**config.mk**
```make
export PLATFORM = sky130hd
export DESIGN_NAME = integer_to_ascii_formatter
export DESIGN_NICKNAME = d
export VERILOG_FILES = /design/src/iaf_pkg.sv /design/src/iaf_front.sv /design/src/iaf_queue.sv /design/src/iaf_back.sv /design/src/integer_to_ascii_formatter.sv
export SDC_FILE = /design/constraint.sdc
export NUM_CORES = 1
export LEC_CHECK = 0
export BUFFER_PORTS_ARGS = -buffer_cell sky130_fd_sc_hd__buf_2
export CAP_MARGIN = 40
export CORE_MARGIN = 2
export CORE_UTILIZATION = 55
export CTS_CLUSTER_SIZE = 28
export DETAILED_ROUTE_END_ITERATION = 12
export PLACE_DENSITY = 0.81
export SLEW_MARGIN = 30
export SYNTH_ARGS = -nofsm -noshare
export SYNTH_HDL_FRONTEND = slang
export SYNTH_SLANG_ARGS = --single-unit
```
**constraint.sdc**
```tcl
create_clock -name clk -period 8.07 [get_ports clk]
set_input_delay 0.4035 -clock clk [delete_from_list [all_inputs] [get_ports clk]]
set_output_delay 0.4035 -clock clk [all_outputs]
set_load 0.01 [all_outputs]
```
**src/iaf_pkg.sv**
```systemverilog
`timescale 1ns / 1ps
package iaf_pkg;

  // Request codes
  localparam logic [2:0] REQ_UDEC = 3'd0;
  localparam logic [2:0] REQ_SDEC = 3'd1;
  localparam logic [2:0] REQ_HEX  = 3'd2;
  localparam logic [2:0] REQ_OCT  = 3'd3;
  localparam logic [2:0] REQ_PTR  = 3'd4;

  // Widths and digit counts
  localparam int VAL_W       = 64;
  localparam int WIDTH_W     = 8;
  localparam int CHAR_W      = 8;
  localparam int DEC_DIGITS  = 20;
  localparam int HEX_DIGITS  = 16;
  localparam int OCT_DIGITS  = 22;
  localparam int MAX_DIGITS  = 22;
  localparam int POS_W       = 5;
  localparam int BCD_BITS    = DEC_DIGITS * 4;
  localparam int DD_BITS     = 4;
  localparam int CONV_CYCLES = VAL_W / DD_BITS;
  localparam int CNT_W       = 4;
  localparam logic [CNT_W-1:0] CONV_LAST = CNT_W'(CONV_CYCLES - 1);
  localparam int LEAD_MAX    = 5;
  localparam int LEAD_W      = 3;
  localparam int Q_DEPTH     = 2;
  localparam int Q_PTR_W     = 1;
  localparam int Q_CNT_W     = 2;

  // ASCII codes
  localparam logic [CHAR_W-1:0] CH_ZERO    = 8'h30;
  localparam logic [CHAR_W-1:0] CH_SPACE   = 8'h20;
  localparam logic [CHAR_W-1:0] CH_MINUS   = 8'h2d;
  localparam logic [CHAR_W-1:0] CH_PLUS    = 8'h2b;
  localparam logic [CHAR_W-1:0] CH_LPAREN  = 8'h28;
  localparam logic [CHAR_W-1:0] CH_RPAREN  = 8'h29;
  localparam logic [CHAR_W-1:0] CH_LOWER_N = 8'h6e;
  localparam logic [CHAR_W-1:0] CH_LOWER_I = 8'h69;
  localparam logic [CHAR_W-1:0] CH_LOWER_L = 8'h6c;
  localparam logic [CHAR_W-1:0] CH_LOWER_X = 8'h78;
  localparam logic [CHAR_W-1:0] CH_UPPER_X = 8'h58;
  localparam logic [CHAR_W-1:0] CH_LOWER_A = 8'h61;
  localparam logic [CHAR_W-1:0] CH_UPPER_A = 8'h41;

  typedef struct packed {
    logic [2:0]         req_type;
    logic [VAL_W-1:0]   value;
    logic               wide;
    logic               caps;
    logic               zero_pad;
    logic [WIDTH_W-1:0] width;
    logic               show_plus;
    logic               blank_sign;
    logic               alt_form;
  } iaf_in_t;

  typedef struct packed {
    logic [CHAR_W-1:0] out_char;
    logic              last;
  } iaf_out_t;

  // One classified item, digits most significant at the highest index
  typedef struct packed {
    logic [LEAD_MAX-1:0][CHAR_W-1:0] lead;
    logic [LEAD_W-1:0]               lead_cnt;
    logic                            has_dig;
    logic [MAX_DIGITS-1:0][3:0]      digs;
    logic [POS_W-1:0]                start;
    logic [POS_W-1:0]                msd;
    logic [POS_W-1:0]                wlim;
    logic                            zeros;
    logic                            caps;
  } iaf_rec_t;

  typedef enum logic [1:0] {FS_IDLE, FS_CONV, FS_HOLD} iaf_fstate_t;
  typedef enum logic [1:0] {BS_IDLE, BS_LEAD, BS_DIGIT} iaf_bstate_t;

  // Four double-dabble steps: adjust every BCD digit, shift in one bit
  function automatic logic [BCD_BITS-1:0] dd_shift4(input logic [BCD_BITS-1:0] bcd_in,
                                                    input logic [DD_BITS-1:0] bits_in);
    logic [BCD_BITS-1:0] acc;
    acc = bcd_in;
    for (int s = DD_BITS - 1; s >= 0; s--) begin
      for (int i = 0; i < DEC_DIGITS; i++) begin
        if (acc[4*i +: 4] >= 4'd5) acc[4*i +: 4] = acc[4*i +: 4] + 4'd3;
      end
      acc = {acc[BCD_BITS-2:0], bits_in[s]};
    end
    return acc;
  endfunction

  function automatic logic [CHAR_W-1:0] digit_char(input logic [3:0] d, input logic upper);
    logic [CHAR_W-1:0] ch;
    if (d < 4'd10) ch = CH_ZERO + {4'b0, d};
    else if (upper) ch = CH_UPPER_A + {4'b0, d - 4'd10};
    else ch = CH_LOWER_A + {4'b0, d - 4'd10};
    return ch;
  endfunction

endpackage

```
**src/iaf_front.sv**
```systemverilog
`timescale 1ns / 1ps
module iaf_front (
  input  logic              clk,
  input  logic              rst_n,
  input  logic              start,
  input  iaf_pkg::iaf_in_t  in_data,
  output logic              busy,
  output logic              push,
  output iaf_pkg::iaf_rec_t push_rec,
  input  logic              q_full
);
  import iaf_pkg::*;

  iaf_fstate_t state_r, state_nxt;
  logic [CNT_W-1:0] cnt_r, cnt_nxt;

  logic [VAL_W-1:0]                mag_r;
  logic [BCD_BITS-1:0]             bcd_r;
  logic [2:0]                      type_r;
  logic                            caps_r;
  logic                            zpad_r;
  logic [WIDTH_W-1:0]              width_r;
  logic [LEAD_MAX-1:0][CHAR_W-1:0] lead_r;
  logic [LEAD_W-1:0]               lead_cnt_r;
  logic                            has_dig_r;

  logic                            accept, valid_type, is_dec, neg;
  logic [VAL_W-1:0]                v_sel, mag;
  logic [LEAD_MAX-1:0][CHAR_W-1:0] lead;
  logic [LEAD_W-1:0]               lead_cnt;
  logic                            has_dig;

  logic [MAX_DIGITS-1:0][3:0]      digs;
  logic [POS_W-1:0]                ndig, msd, wlim, first;

  // Classify the incoming item: magnitude, sign and prefix characters
  always_comb begin
    valid_type = in_data.req_type inside {[REQ_UDEC:REQ_PTR]};
    is_dec     = in_data.req_type inside {REQ_UDEC, REQ_SDEC};
    if (in_data.req_type == REQ_PTR || in_data.wide) begin
      v_sel = in_data.value;
    end else if (in_data.req_type == REQ_SDEC && in_data.value[31]) begin
      v_sel = {32'hffff_ffff, in_data.value[31:0]};
    end else begin
      v_sel = {32'h0, in_data.value[31:0]};
    end
    neg = (in_data.req_type == REQ_SDEC) && v_sel[VAL_W-1];
    mag = neg ? (~v_sel + VAL_W'(1)) : v_sel;

    lead     = '0;
    lead_cnt = '0;
    has_dig  = 1'b1;
    case (in_data.req_type)
      REQ_SDEC: begin
        if (neg) begin
          lead[0]  = CH_MINUS;
          lead_cnt = LEAD_W'(1);
        end else if (in_data.show_plus) begin
          lead[0]  = CH_PLUS;
          lead_cnt = LEAD_W'(1);
        end else if (in_data.blank_sign) begin
          lead[0]  = CH_SPACE;
          lead_cnt = LEAD_W'(1);
        end
      end
      REQ_HEX: begin
        if (in_data.alt_form) begin
          lead[0]  = CH_ZERO;
          lead[1]  = in_data.caps ? CH_UPPER_X : CH_LOWER_X;
          lead_cnt = LEAD_W'(2);
        end
      end
      REQ_OCT: begin
        if (in_data.alt_form) begin
          lead[0]  = CH_ZERO;
          lead_cnt = LEAD_W'(1);
        end
      end
      REQ_PTR: begin
        if (mag == '0) begin
          lead[0]  = CH_LPAREN;
          lead[1]  = CH_LOWER_N;
          lead[2]  = CH_LOWER_I;
          lead[3]  = CH_LOWER_L;
          lead[4]  = CH_RPAREN;
          lead_cnt = LEAD_W'(LEAD_MAX);
          has_dig  = 1'b0;
        end else begin
          lead[0]  = CH_ZERO;
          lead[1]  = CH_LOWER_X;
          lead_cnt = LEAD_W'(2);
        end
      end
      default: ;
    endcase
  end

  // Sequencing: convert decimal, then hold until the queue takes the record
  always_comb begin
    busy    = (state_r == FS_CONV) || (state_r == FS_HOLD && q_full);
    push    = (state_r == FS_HOLD) && !q_full;
    accept  = start && !busy;
    state_nxt = state_r;
    cnt_nxt   = cnt_r;
    case (state_r)
      FS_IDLE: ;
      FS_CONV: begin
        cnt_nxt = cnt_r + CNT_W'(1);
        if (cnt_r == CONV_LAST) state_nxt = FS_HOLD;
      end
      FS_HOLD: begin
        if (push) state_nxt = FS_IDLE;
      end
      default: state_nxt = FS_IDLE;
    endcase
    if (accept && valid_type) begin
      state_nxt = is_dec ? FS_CONV : FS_HOLD;
      cnt_nxt   = '0;
    end
  end

  always_ff @(posedge clk) begin
    if (!rst_n) begin
      state_r <= FS_IDLE;
      cnt_r   <= '0;
    end else begin
      state_r <= state_nxt;
      cnt_r   <= cnt_nxt;
    end
  end

  always_ff @(posedge clk) begin
    if (accept && valid_type) begin
      mag_r      <= mag;
      bcd_r      <= '0;
      type_r     <= in_data.req_type;
      caps_r     <= in_data.caps;
      zpad_r     <= in_data.zero_pad;
      width_r    <= in_data.width;
      lead_r     <= lead;
      lead_cnt_r <= lead_cnt;
      has_dig_r  <= has_dig;
    end else if (state_r == FS_CONV) begin
      mag_r <= mag_r << DD_BITS;
      bcd_r <= dd_shift4(bcd_r, mag_r[VAL_W-1 -: DD_BITS]);
    end
  end

  // Build the digit row and the first position to emit
  always_comb begin
    digs = '0;
    case (type_r)
      REQ_UDEC, REQ_SDEC: begin
        for (int i = 0; i < DEC_DIGITS; i++) digs[i] = bcd_r[4*i +: 4];
        ndig = POS_W'(DEC_DIGITS);
      end
      REQ_OCT: begin
        for (int i = 0; i < OCT_DIGITS - 1; i++) digs[i] = {1'b0, mag_r[3*i +: 3]};
        digs[OCT_DIGITS-1] = {3'b0, mag_r[VAL_W-1]};
        ndig = POS_W'(OCT_DIGITS);
      end
      default: begin
        for (int i = 0; i < HEX_DIGITS; i++) digs[i] = mag_r[4*i +: 4];
        ndig = POS_W'(HEX_DIGITS);
      end
    endcase
    msd = '0;
    for (int i = 0; i < MAX_DIGITS; i++) begin
      if (digs[i] != 4'd0) msd = POS_W'(i);
    end
    wlim  = (width_r > {{(WIDTH_W - POS_W){1'b0}}, ndig}) ? ndig : width_r[POS_W-1:0];
    first = msd;
    if (wlim != '0 && (wlim - POS_W'(1)) > msd) first = wlim - POS_W'(1);

    push_rec.lead     = lead_r;
    push_rec.lead_cnt = lead_cnt_r;
    push_rec.has_dig  = has_dig_r;
    push_rec.digs     = digs;
    push_rec.start    = first;
    push_rec.msd      = msd;
    push_rec.wlim     = wlim;
    push_rec.zeros    = zpad_r && (type_r != REQ_PTR);
    push_rec.caps     = caps_r && (type_r == REQ_HEX);
  end

`ifndef SYNTHESIS
  a_conv_ends: assert property (@(posedge clk) disable iff (!rst_n)
    (state_r == FS_CONV && cnt_r == CONV_LAST) |=> (state_r == FS_HOLD))
    else $error("conversion did not finish after its last step");
  a_hold_stall: assert property (@(posedge clk) disable iff (!rst_n)
    (state_r == FS_HOLD && q_full) |=> (state_r == FS_HOLD && $stable(lead_r)))
    else $error("held record changed while the queue was full");
  a_rec_start: assert property (@(posedge clk) disable iff (!rst_n)
    push |-> (push_rec.start >= push_rec.msd && push_rec.start < ndig))
    else $error("first position out of range");
`endif

endmodule

```
**src/iaf_queue.sv**
```systemverilog
`timescale 1ns / 1ps
module iaf_queue (
  input  logic              clk,
  input  logic              rst_n,
  input  logic              push,
  input  iaf_pkg::iaf_rec_t push_rec,
  output logic              full,
  input  logic              pop,
  output iaf_pkg::iaf_rec_t pop_rec,
  output logic              empty
);
  import iaf_pkg::*;

  iaf_rec_t            slot_r [Q_DEPTH];
  logic [Q_PTR_W-1:0]  wptr_r, wptr_nxt, rptr_r, rptr_nxt;
  logic [Q_CNT_W-1:0]  cnt_r, cnt_nxt;

  always_comb begin
    full     = (cnt_r == Q_CNT_W'(Q_DEPTH));
    empty    = (cnt_r == '0);
    pop_rec  = slot_r[rptr_r];
    wptr_nxt = push ? wptr_r + Q_PTR_W'(1) : wptr_r;
    rptr_nxt = pop ? rptr_r + Q_PTR_W'(1) : rptr_r;
    cnt_nxt  = cnt_r + Q_CNT_W'(push) - Q_CNT_W'(pop);
  end

  always_ff @(posedge clk) begin
    if (!rst_n) begin
      wptr_r <= '0;
      rptr_r <= '0;
      cnt_r  <= '0;
    end else begin
      wptr_r <= wptr_nxt;
      rptr_r <= rptr_nxt;
      cnt_r  <= cnt_nxt;
    end
  end

  always_ff @(posedge clk) begin
    if (push) slot_r[wptr_r] <= push_rec;
  end

endmodule

```
**src/iaf_back.sv**
```systemverilog
`timescale 1ns / 1ps
module iaf_back (
  input  logic              clk,
  input  logic              rst_n,
  input  logic              q_empty,
  input  iaf_pkg::iaf_rec_t q_rec,
  output logic              pop,
  output logic              out_strobe,
  output iaf_pkg::iaf_out_t out_data
);
  import iaf_pkg::*;

  iaf_bstate_t       state_r, state_nxt;
  iaf_rec_t          cur_r, cur_nxt;
  logic [LEAD_W-1:0] idx_r, idx_nxt;
  logic [POS_W-1:0]  pos_r, pos_nxt;
  logic              out_strobe_r, out_strobe_nxt;
  iaf_out_t          out_data_r, out_data_nxt;

  logic              done, show, lead_end;
  logic [3:0]        dig;

  always_comb begin
    state_nxt      = state_r;
    cur_nxt        = cur_r;
    idx_nxt        = idx_r;
    pos_nxt        = pos_r;
    out_strobe_nxt = 1'b0;
    out_data_nxt   = '{out_char: CH_SPACE, last: 1'b0};
    done           = 1'b0;
    dig            = cur_r.digs[pos_r];
    show           = (pos_r <= cur_r.msd) || (cur_r.zeros && pos_r < cur_r.wlim);
    lead_end       = (idx_r == cur_r.lead_cnt - LEAD_W'(1));
    case (state_r)
      BS_IDLE: done = 1'b1;
      BS_LEAD: begin
        out_strobe_nxt        = 1'b1;
        out_data_nxt.out_char = cur_r.lead[idx_r];
        out_data_nxt.last     = lead_end && !cur_r.has_dig;
        if (lead_end) begin
          if (cur_r.has_dig) begin
            state_nxt = BS_DIGIT;
            pos_nxt   = cur_r.start;
          end else begin
            done = 1'b1;
          end
        end else begin
          idx_nxt = idx_r + LEAD_W'(1);
        end
      end
      BS_DIGIT: begin
        out_strobe_nxt        = 1'b1;
        out_data_nxt.out_char = show ? digit_char(dig, cur_r.caps) : CH_SPACE;
        out_data_nxt.last     = (pos_r == '0);
        if (pos_r == '0) done = 1'b1;
        else pos_nxt = pos_r - POS_W'(1);
      end
      default: done = 1'b1;
    endcase

    // Take the next record as the current one finishes
    pop = done && !q_empty;
    if (done) begin
      if (!q_empty) begin
        cur_nxt   = q_rec;
        idx_nxt   = '0;
        pos_nxt   = q_rec.start;
        state_nxt = (q_rec.lead_cnt != '0) ? BS_LEAD : BS_DIGIT;
      end else begin
        state_nxt = BS_IDLE;
      end
    end
  end

  always_ff @(posedge clk) begin
    if (!rst_n) begin
      state_r      <= BS_IDLE;
      out_strobe_r <= 1'b0;
    end else begin
      state_r      <= state_nxt;
      out_strobe_r <= out_strobe_nxt;
    end
  end

  always_ff @(posedge clk) begin
    cur_r      <= cur_nxt;
    idx_r      <= idx_nxt;
    pos_r      <= pos_nxt;
    out_data_r <= out_data_nxt;
  end

  assign out_strobe = out_strobe_r;
  assign out_data   = out_data_r;

`ifndef SYNTHESIS
  a_lead_idx: assert property (@(posedge clk) disable iff (!rst_n)
    (state_r == BS_LEAD) |-> (idx_r < cur_r.lead_cnt))
    else $error("prefix index past prefix length");
  a_digit_pos: assert property (@(posedge clk) disable iff (!rst_n)
    (state_r == BS_DIGIT) |-> (pos_r <= cur_r.start))
    else $error("digit position above first position");
  a_emit: assert property (@(posedge clk) disable iff (!rst_n)
    (state_r != BS_IDLE) |=> out_strobe_r)
    else $error("active cycle produced no character");
`endif

endmodule

```
**src/integer_to_ascii_formatter.sv**
```systemverilog
`timescale 1ns / 1ps
// Integer to ASCII formatter: prints one integer per item as ASCII characters.
// Input: drive in_data and raise start; the item is taken at a clock edge
// where start is high and busy is low. Request types 5 to 7 are taken and
// dropped with no output.
// Output: one character per cycle on out_data with out_strobe high for that
// cycle only; out_data.last marks the final character of the number. The
// receiver cannot stall, so characters leave as soon as they are formed.
// Front end: classifies the item, forms sign and prefix characters, and for
// decimal runs a double-dabble converter 4 bits per cycle.
// A 2-entry record queue decouples it from the back end, which emits one
// character per cycle with no gap between queued items.
// Path to the first character: front-end record, queue slot, back-end record
// and output register, after decimal conversion, plus waits on earlier items.
// Throughput: one character per cycle; an item holds the back end while its
// characters leave (at most 23). Decimal items occupy the front end through
// conversion and the hold state, others only the hold state, so busy rises
// when conversion runs or the queue backs up behind a long item.
// Reset: synchronous, active low; clears the converter, queue and emitter,
// and drops any item in flight.
module integer_to_ascii_formatter (
  input  logic              clk,
  input  logic              rst_n,
  input  logic              start,
  output logic              busy,
  input  iaf_pkg::iaf_in_t  in_data,
  output logic              out_strobe,
  output iaf_pkg::iaf_out_t out_data
);
  import iaf_pkg::*;

  logic     push, pop, q_full, q_empty;
  iaf_rec_t push_rec, pop_rec;

  // Classify and convert
  iaf_front u_front (
    .clk      (clk),
    .rst_n    (rst_n),
    .start    (start),
    .in_data  (in_data),
    .busy     (busy),
    .push     (push),
    .push_rec (push_rec),
    .q_full   (q_full)
  );

  // Hold records between the two halves
  iaf_queue u_queue (
    .clk      (clk),
    .rst_n    (rst_n),
    .push     (push),
    .push_rec (push_rec),
    .full     (q_full),
    .pop      (pop),
    .pop_rec  (pop_rec),
    .empty    (q_empty)
  );

  // Emit characters
  iaf_back u_back (
    .clk        (clk),
    .rst_n      (rst_n),
    .q_empty    (q_empty),
    .q_rec      (pop_rec),
    .pop        (pop),
    .out_strobe (out_strobe),
    .out_data   (out_data)
  );

endmodule

```
After elaboration in Yosys (flattened, before gate mapping)
Memory sizes are Yosys's and may differ from the RTL's. A register that Yosys moved wholly into a read port is not among the register bits.
Cells that the tools add are included.

operators by class
  equality and inequality tests = 18
  bitwise gates (word level) = 3
  add/sub/neg operators = 94
  mux-type cells = 288
  magnitude comparators = 89
  reductions and logical operators = 60

operators by type and width
  cell                                                                   number
  4-bit two-way mux                                                      199
  4-bit by 3-bit >= comparator with 1-bit output, second input constant  80
  64-bit two-way mux                                                     5
  4-bit by 2-bit adder with 4-bit output, second input constant          76
  64-bit case mux with 2 select lines                                    1
  4-bit nonzero test                                                     21
  5-bit two-way mux                                                      14
  64-bit by 1-bit adder with 64-bit output, second input constant        1
  64-bit logical NOT                                                     1
  64-bit inverter                                                        1
  3-bit two-way mux                                                      20
  8-bit two-way mux                                                      6
  16-bit case mux with 2 select lines                                    1
  8-bit case mux with 4 select lines                                     1
  2-bit two-way mux                                                      13
  8-bit binary-select mux with 3-bit select                              1
  22-bit two-way mux                                                     1
  4-bit binary-select mux with 5-bit select                              1
  6-bit two-way mux                                                      3
  9-bit case mux with 2 select lines                                     1
  7-bit by 4-bit adder with 8-bit output, first input constant           2
  16-bit two-way mux                                                     1
  8-bit case mux with 2 select lines                                     1
  1-bit logical AND                                                      13
  other kinds (48)                                                       88

word-level totals
  register bits after elaboration = 380
  RAM bits = 292
  word-level logic and storage cells = 611
  output and inout bits = 11
  memories = 1
  input bits = 84

memory list
  name            words  bits a word  rd ports  clocked after memory_dff  wr ports  RTL line         source
  u_queue.slot_r  2      146          1         1                         1         iaf_queue.sv:14  iaf_rec_t slot_r [Q_DEPTH];

Longest topological paths before layout
  depth in word-level cells = 28
  gate-level depth with buffers = 25
  mapped depth without buffers = 25

By module
Synthesis repeated with hierarchy kept, for this count alone.

unflattened totals
  cells, all modules = 3531
  area total of the unflattened synthesis = 38476.9 sq um

by module, submodules not included
  module     sequential area each (sq um)  area an instance (sq um)  times used  cells each
  iaf_front  4484.3                        20149.3                   1           2630
  iaf_queue  9048.7                        11403.4                   1           485
  iaf_back   4874.7                        6924.1                    1           416

Worst setup path after synthesis
No wires, ideal clock.

  kind = reg2reg
  start = reg u_back.pos_r[0]
  end = reg u_queue.cnt_r[1]
  period minus slack after synthesis = 6.538 ns
  cell stages (with the launch flop) = 17
  library setup time = 0.115 ns
  buffers on the path = 3
  data required time = 7.955 ns
  arrival = 6.423 ns
  slack = 1.532 ns
  cell sequence = dfxtp_1 clkbuf_1 buf_1 inv_1 ha_1 nand2_1 nor2_1 a21oi_1 and2_1 nor2_1 buf_1 ha_1 inv_1 ha_1 xnor2_1 xnor2_1 and2_1

between the ends
  word-level cells in the longest chain between the ends = 5

ends and longest elaborated chain
  item                                         RTL line                          source
  from (decl)                                  iaf_back.sv:16                    logic [POS_W-1:0] pos_r, pos_nxt;
  from (signal assigned)                       iaf_back.sv:88                    pos_r <= pos_nxt;
  5-bit logical NOT                            iaf_back.sv:55                    if (pos_r == '0) done = 1'b1;
  1-bit two-way mux                            iaf_back.sv:55
  1-bit case mux with 2 select lines           iaf_back.sv:34                    case (state_r)
  1-bit logical AND                            iaf_back.sv:62                    pop = done && !q_empty;
  named net pop                                integer_to_ascii_formatter.sv:32  logic push, pop, q_full, q_empty;
  2-bit by 1-bit subtractor with 2-bit output  iaf_queue.sv:24                   cnt_nxt = cnt_r + Q_CNT_W'(push) - Q_CNT_W'(pop);
  to (signal assigned)                         iaf_queue.sv:35                   cnt_r <= cnt_nxt;
  to (decl)                                    iaf_queue.sv:16                   logic [Q_CNT_W-1:0] cnt_r, cnt_nxt;

The timed path passes the listed nets, and every way through them passes these cells.
A chain may end at the register's enable or synchronous reset.

==> flow_summary.json <==
{
  "status": "finished, final reports clean",
  "htree_levels": 2,
  "max_freq_mhz": 168,
  "gp_congestion": 0.996,
  "vias": 27382,
  "final_nets": 3701,
  "setup_violations": 0,
  "cts_setup_buffers": 0,
  "syn_inst": 3372,
  "synth_xor_area_share_pct": 3.71,
  "cts_tree": "done",
  "crit_fanout": 70,
  "gr-total-overflow": 0,
  "syn_nets": 3646,
  "finish.utilization_pct": 60.8,
  "rsz0062_at_grt": "no",
  "fin_tns_setup_ps": 0,
  "cts.sinks": 550,
  "die-height_um": 254,
  "wire_per_inst_um": 22.1,
  "period_needed_ps": 5940,
  "clk_pin_slew_ps": 60,
  "die_w_um": 254,
  "top_level_ports": 95,
  "slew-limit-headroom_pct": 30.5,
  "critPathKind": "register to register",
  "worst_ep_arrival_time_ps": 6330,
  "dieArea_um2": 64300,
  "fp.coreArea_um2": 61700,
  "synth_top_area_share_pct": 38.5,
  "drv_slew": 0,
  "required_ps": 8470,
  "final_cell_mix": "440 x edfxtp_1, 276 x nand2_1, 241 x a21oi_1",
  "first_pass_iters": 7,
  "peakVddDrop_v": 0.000403,
  "synth-simple-area-share_pct": 15.1,
  "synth_top_family_by_area": "simple AND/OR/NAND/NOR gates",
  "internal_power_w": 0.00868,
  "seq_power_share_pct": 28.1,
  "grt_usage_pct": 28.9,
  "synth_area_leaders": "edfxtp_1 39%, ha_1 6.9%, dfxtp_1 6.4%",
  "final.period_utilization_pct": 73.6,
  "finClkSkew_ps": 49.6,
  "switching_share_pct": 42.9,
  "ys_ff_latch": 550,
  "hp-class": "primary input to register",
  "synth-edff-count": 440,
  "drc_errors": 0,
  "io_buffers": 93,
  "p_clk_share_pct": 16.7,
  "hpwlAfterDp_um": 68800,
  "fillCellCount": 4955,
  "synth.avg_cell_area_um2": 10.2,
  "synth_mux_area_share_pct": 10.2,
  "area_growth_syn_to_layout_pct": 9.47,
  "r2r_slack_ps": 2130,
  "drtIter0Drc": 2955,
  "clk_latency_ps": 650,
  "p_sw_w": 0.00651,
  "hold_ws_ps": 128,
  "grt_first_pass_wirelength_um": 144000,
  "ant_nets": 0,
  "finalHoldViolations": 0,
  "cts_max_path_buffers": 3,
  "tightest_slew_ps": 1040,
  "yosysTopAreaCell": "edfxtp_1",
  "vias_per_cell": 6.35,
  "grt_pass1_vias": 25472,
  "ys_seq_area_share_pct": 45.0,
  "ys_types": 102,
  "yosys_warnings": 0,
  "combPwrFrac_pct": 55.2,
  "final_common_cell": "edfxtp_1",
  "drt_wl_total_um": 95500,
  "cp-end-kind": "register",
  "synth_top_flop_cell": "edfxtp_1",
  "synth_compound_area_share_pct": 15.0,
  "max_cap_violations": 0,
  "antenna_found_initial": 4,
  "cts-root-buf": "clkbuf_16",
  "syn_area_um2": 34300,
  "async_reset_ff_share_pct": 0,
  "grt_max_degree": 71,
  "p_leak_nw": 14.1,
  "numCtsBuffers": 55,
  "layout-drive-gt1-share_pct": 13.5,
  "start_util_pct": 55.5,
  "power_density_nw_per_um2": 405,
  "core.rowCount": 91,
  "synthAdderAreaFrac_pct": 6.94,
  "start_kind": "register"
}
==> synthesized netlist by cell type (13+ instances only) <==
| master | instances |
|---|---|
| a22o_1 | 25 |
| o211ai_1 | 19 |
| mux4_2 | 24 |
| mux2_2 | 170 |
| o22ai_1 | 71 |
| dfxtp_1 | 110 |
| nand2b_1 | 76 |
| a31oi_1 | 19 |
| or4_1 | 26 |
| or3_1 | 26 |
| a221o_1 | 13 |
| nor3_1 | 56 |
| o21ai_0 | 237 |
| and2_1 | 20 |
| ha_1 | 190 |
| inv_1 | 210 |
| clkbuf_1 | 114 |
| nor2_1 | 227 |
| a21boi_0 | 34 |
| edfxtp_1 | 440 |
| xnor2_1 | 113 |
| a21o_1 | 19 |
| xor2_1 | 32 |
| nor4_1 | 33 |
| nand4_1 | 24 |
| nor2b_1 | 53 |
| or3b_2 | 15 |
| nand2_1 | 276 |
| o21a_1 | 22 |
| mux2i_1 | 104 |
| a22oi_1 | 19 |
| buf_1 | 15 |
| nand3_1 | 52 |
| a21oi_1 | 241 |
| nor3b_1 | 44 |
==> through the flow <==
| stage | std cells | setup WS, ps | power, W | instance area, um2 |
|---|---|---|---|---|
| 2_1_floorplan | 3372 | 1530 | 0.0107 | 34300 |
| 3_3_place_gp | 4186 | 2570 | 0.0122 | 35400 |
| 3_5_place_dp | 4192 | 2480 | 0.0125 | 35500 |
| 4_1_cts | 4304 | 2460 | 0.0151 | 37400 |
| 5_1_grt | 4312 | 1890 | 0.0163 | 37500 |
| 6_report | 4314 | 2130 | 0.0152 | 37500 |
==> layer usage <==
layer	global-route usage [%]	wire length [um]	vias up
met5	0	10	-
met4	12.6	4730	2
met3	5.33	9190	330
met2	47.0	44200	1376
met1	37.7	37300	13097
li1	-	-	12577
==> timing repair <==
action	in CTS	in global routing
endpoints found under the hold margin	10	0
hold buffers	10	0
resized for setup	0	0
==> worst max-delay path, stage by stage (launching register included) <==
cell and delay, ps:
edfxtp_1 330, buf_4 520, nor2b_1 150, nor2_1 610, inv_2 400, a22o_1 370, or4_1 650, nor4_1 590
o41ai_1 210, nand2_1 120, a21oi_1 130, ha_1 350, o21a_1 110, o21ai_0 180, nand2b_1 90, a21oi_1 160
a31oi_1 70, nand2_1 240, mux2_2 390
==> cell families after synthesis <==
family | count (synthesis)
AND/OR/NAND/NOR | 999
AO/OA/AOI/OAI | 833
flip-flops | 550
buffers and inverters | 356
multiplexers | 298
adder cells (fa/ha/maj) | 190
XOR/XNOR | 145
other | 1
==> worst paths after layout <==
check / startpoint / endpoint / depth (start not counted)
worst max-delay path: u_front.type_r[0] / u_queue.slot_r[1][12] / 18
worst min-delay path: rst_n / u_queue.wptr_r / 2
worst max register to register: u_front.type_r[0] / u_queue.slot_r[1][12] / 18
worst min register to register: u_front.push_rec[120] / u_queue.slot_r[0][120] / 0
==> layout make-up <==
class                   count  area [um2]  share of cell area, %
clock inverters            26         283                  0.754
clock buffers              76        1510                   4.01
flip-flops and latches    550       15400                   41.1
inverters                 214         805                   2.14
well taps                 837        1050                   2.79
repair buffers            140         961                   2.56
multi-input cells        2466       17500                   46.6
diodes                      5        12.5                 0.0333
==> power by group through the flow <==
stage	registers (W)	logic [W]	clock network, W
CTS	0.00429	0.00827	0.00254
floorplan	0.00407	0.00664	0
global route	0.00429	0.00940	0.00265
global placement	0.00432	0.00791	0
finish	0.00427	0.00839	0.00253
detailed placement	0.00434	0.00819	0
==> sequential cells by signal (all words and copies together), names as in the netlist, 3 cells and up, named ones only <==
register,count
u_front.mag_r,64
u_front.type_r,3
u_back.pos_r,5
u_back.idx_r,3
u_front.push_rec,11
u_front.bcd_r,80
u_back.out_data,8
u_back.cur_r,116
u_front.width_r,8
u_front.lead_cnt_r,3
u_queue.slot_r,232
u_front.cnt_r,4
No activity file was read; power rests on OpenSTA's default activity.
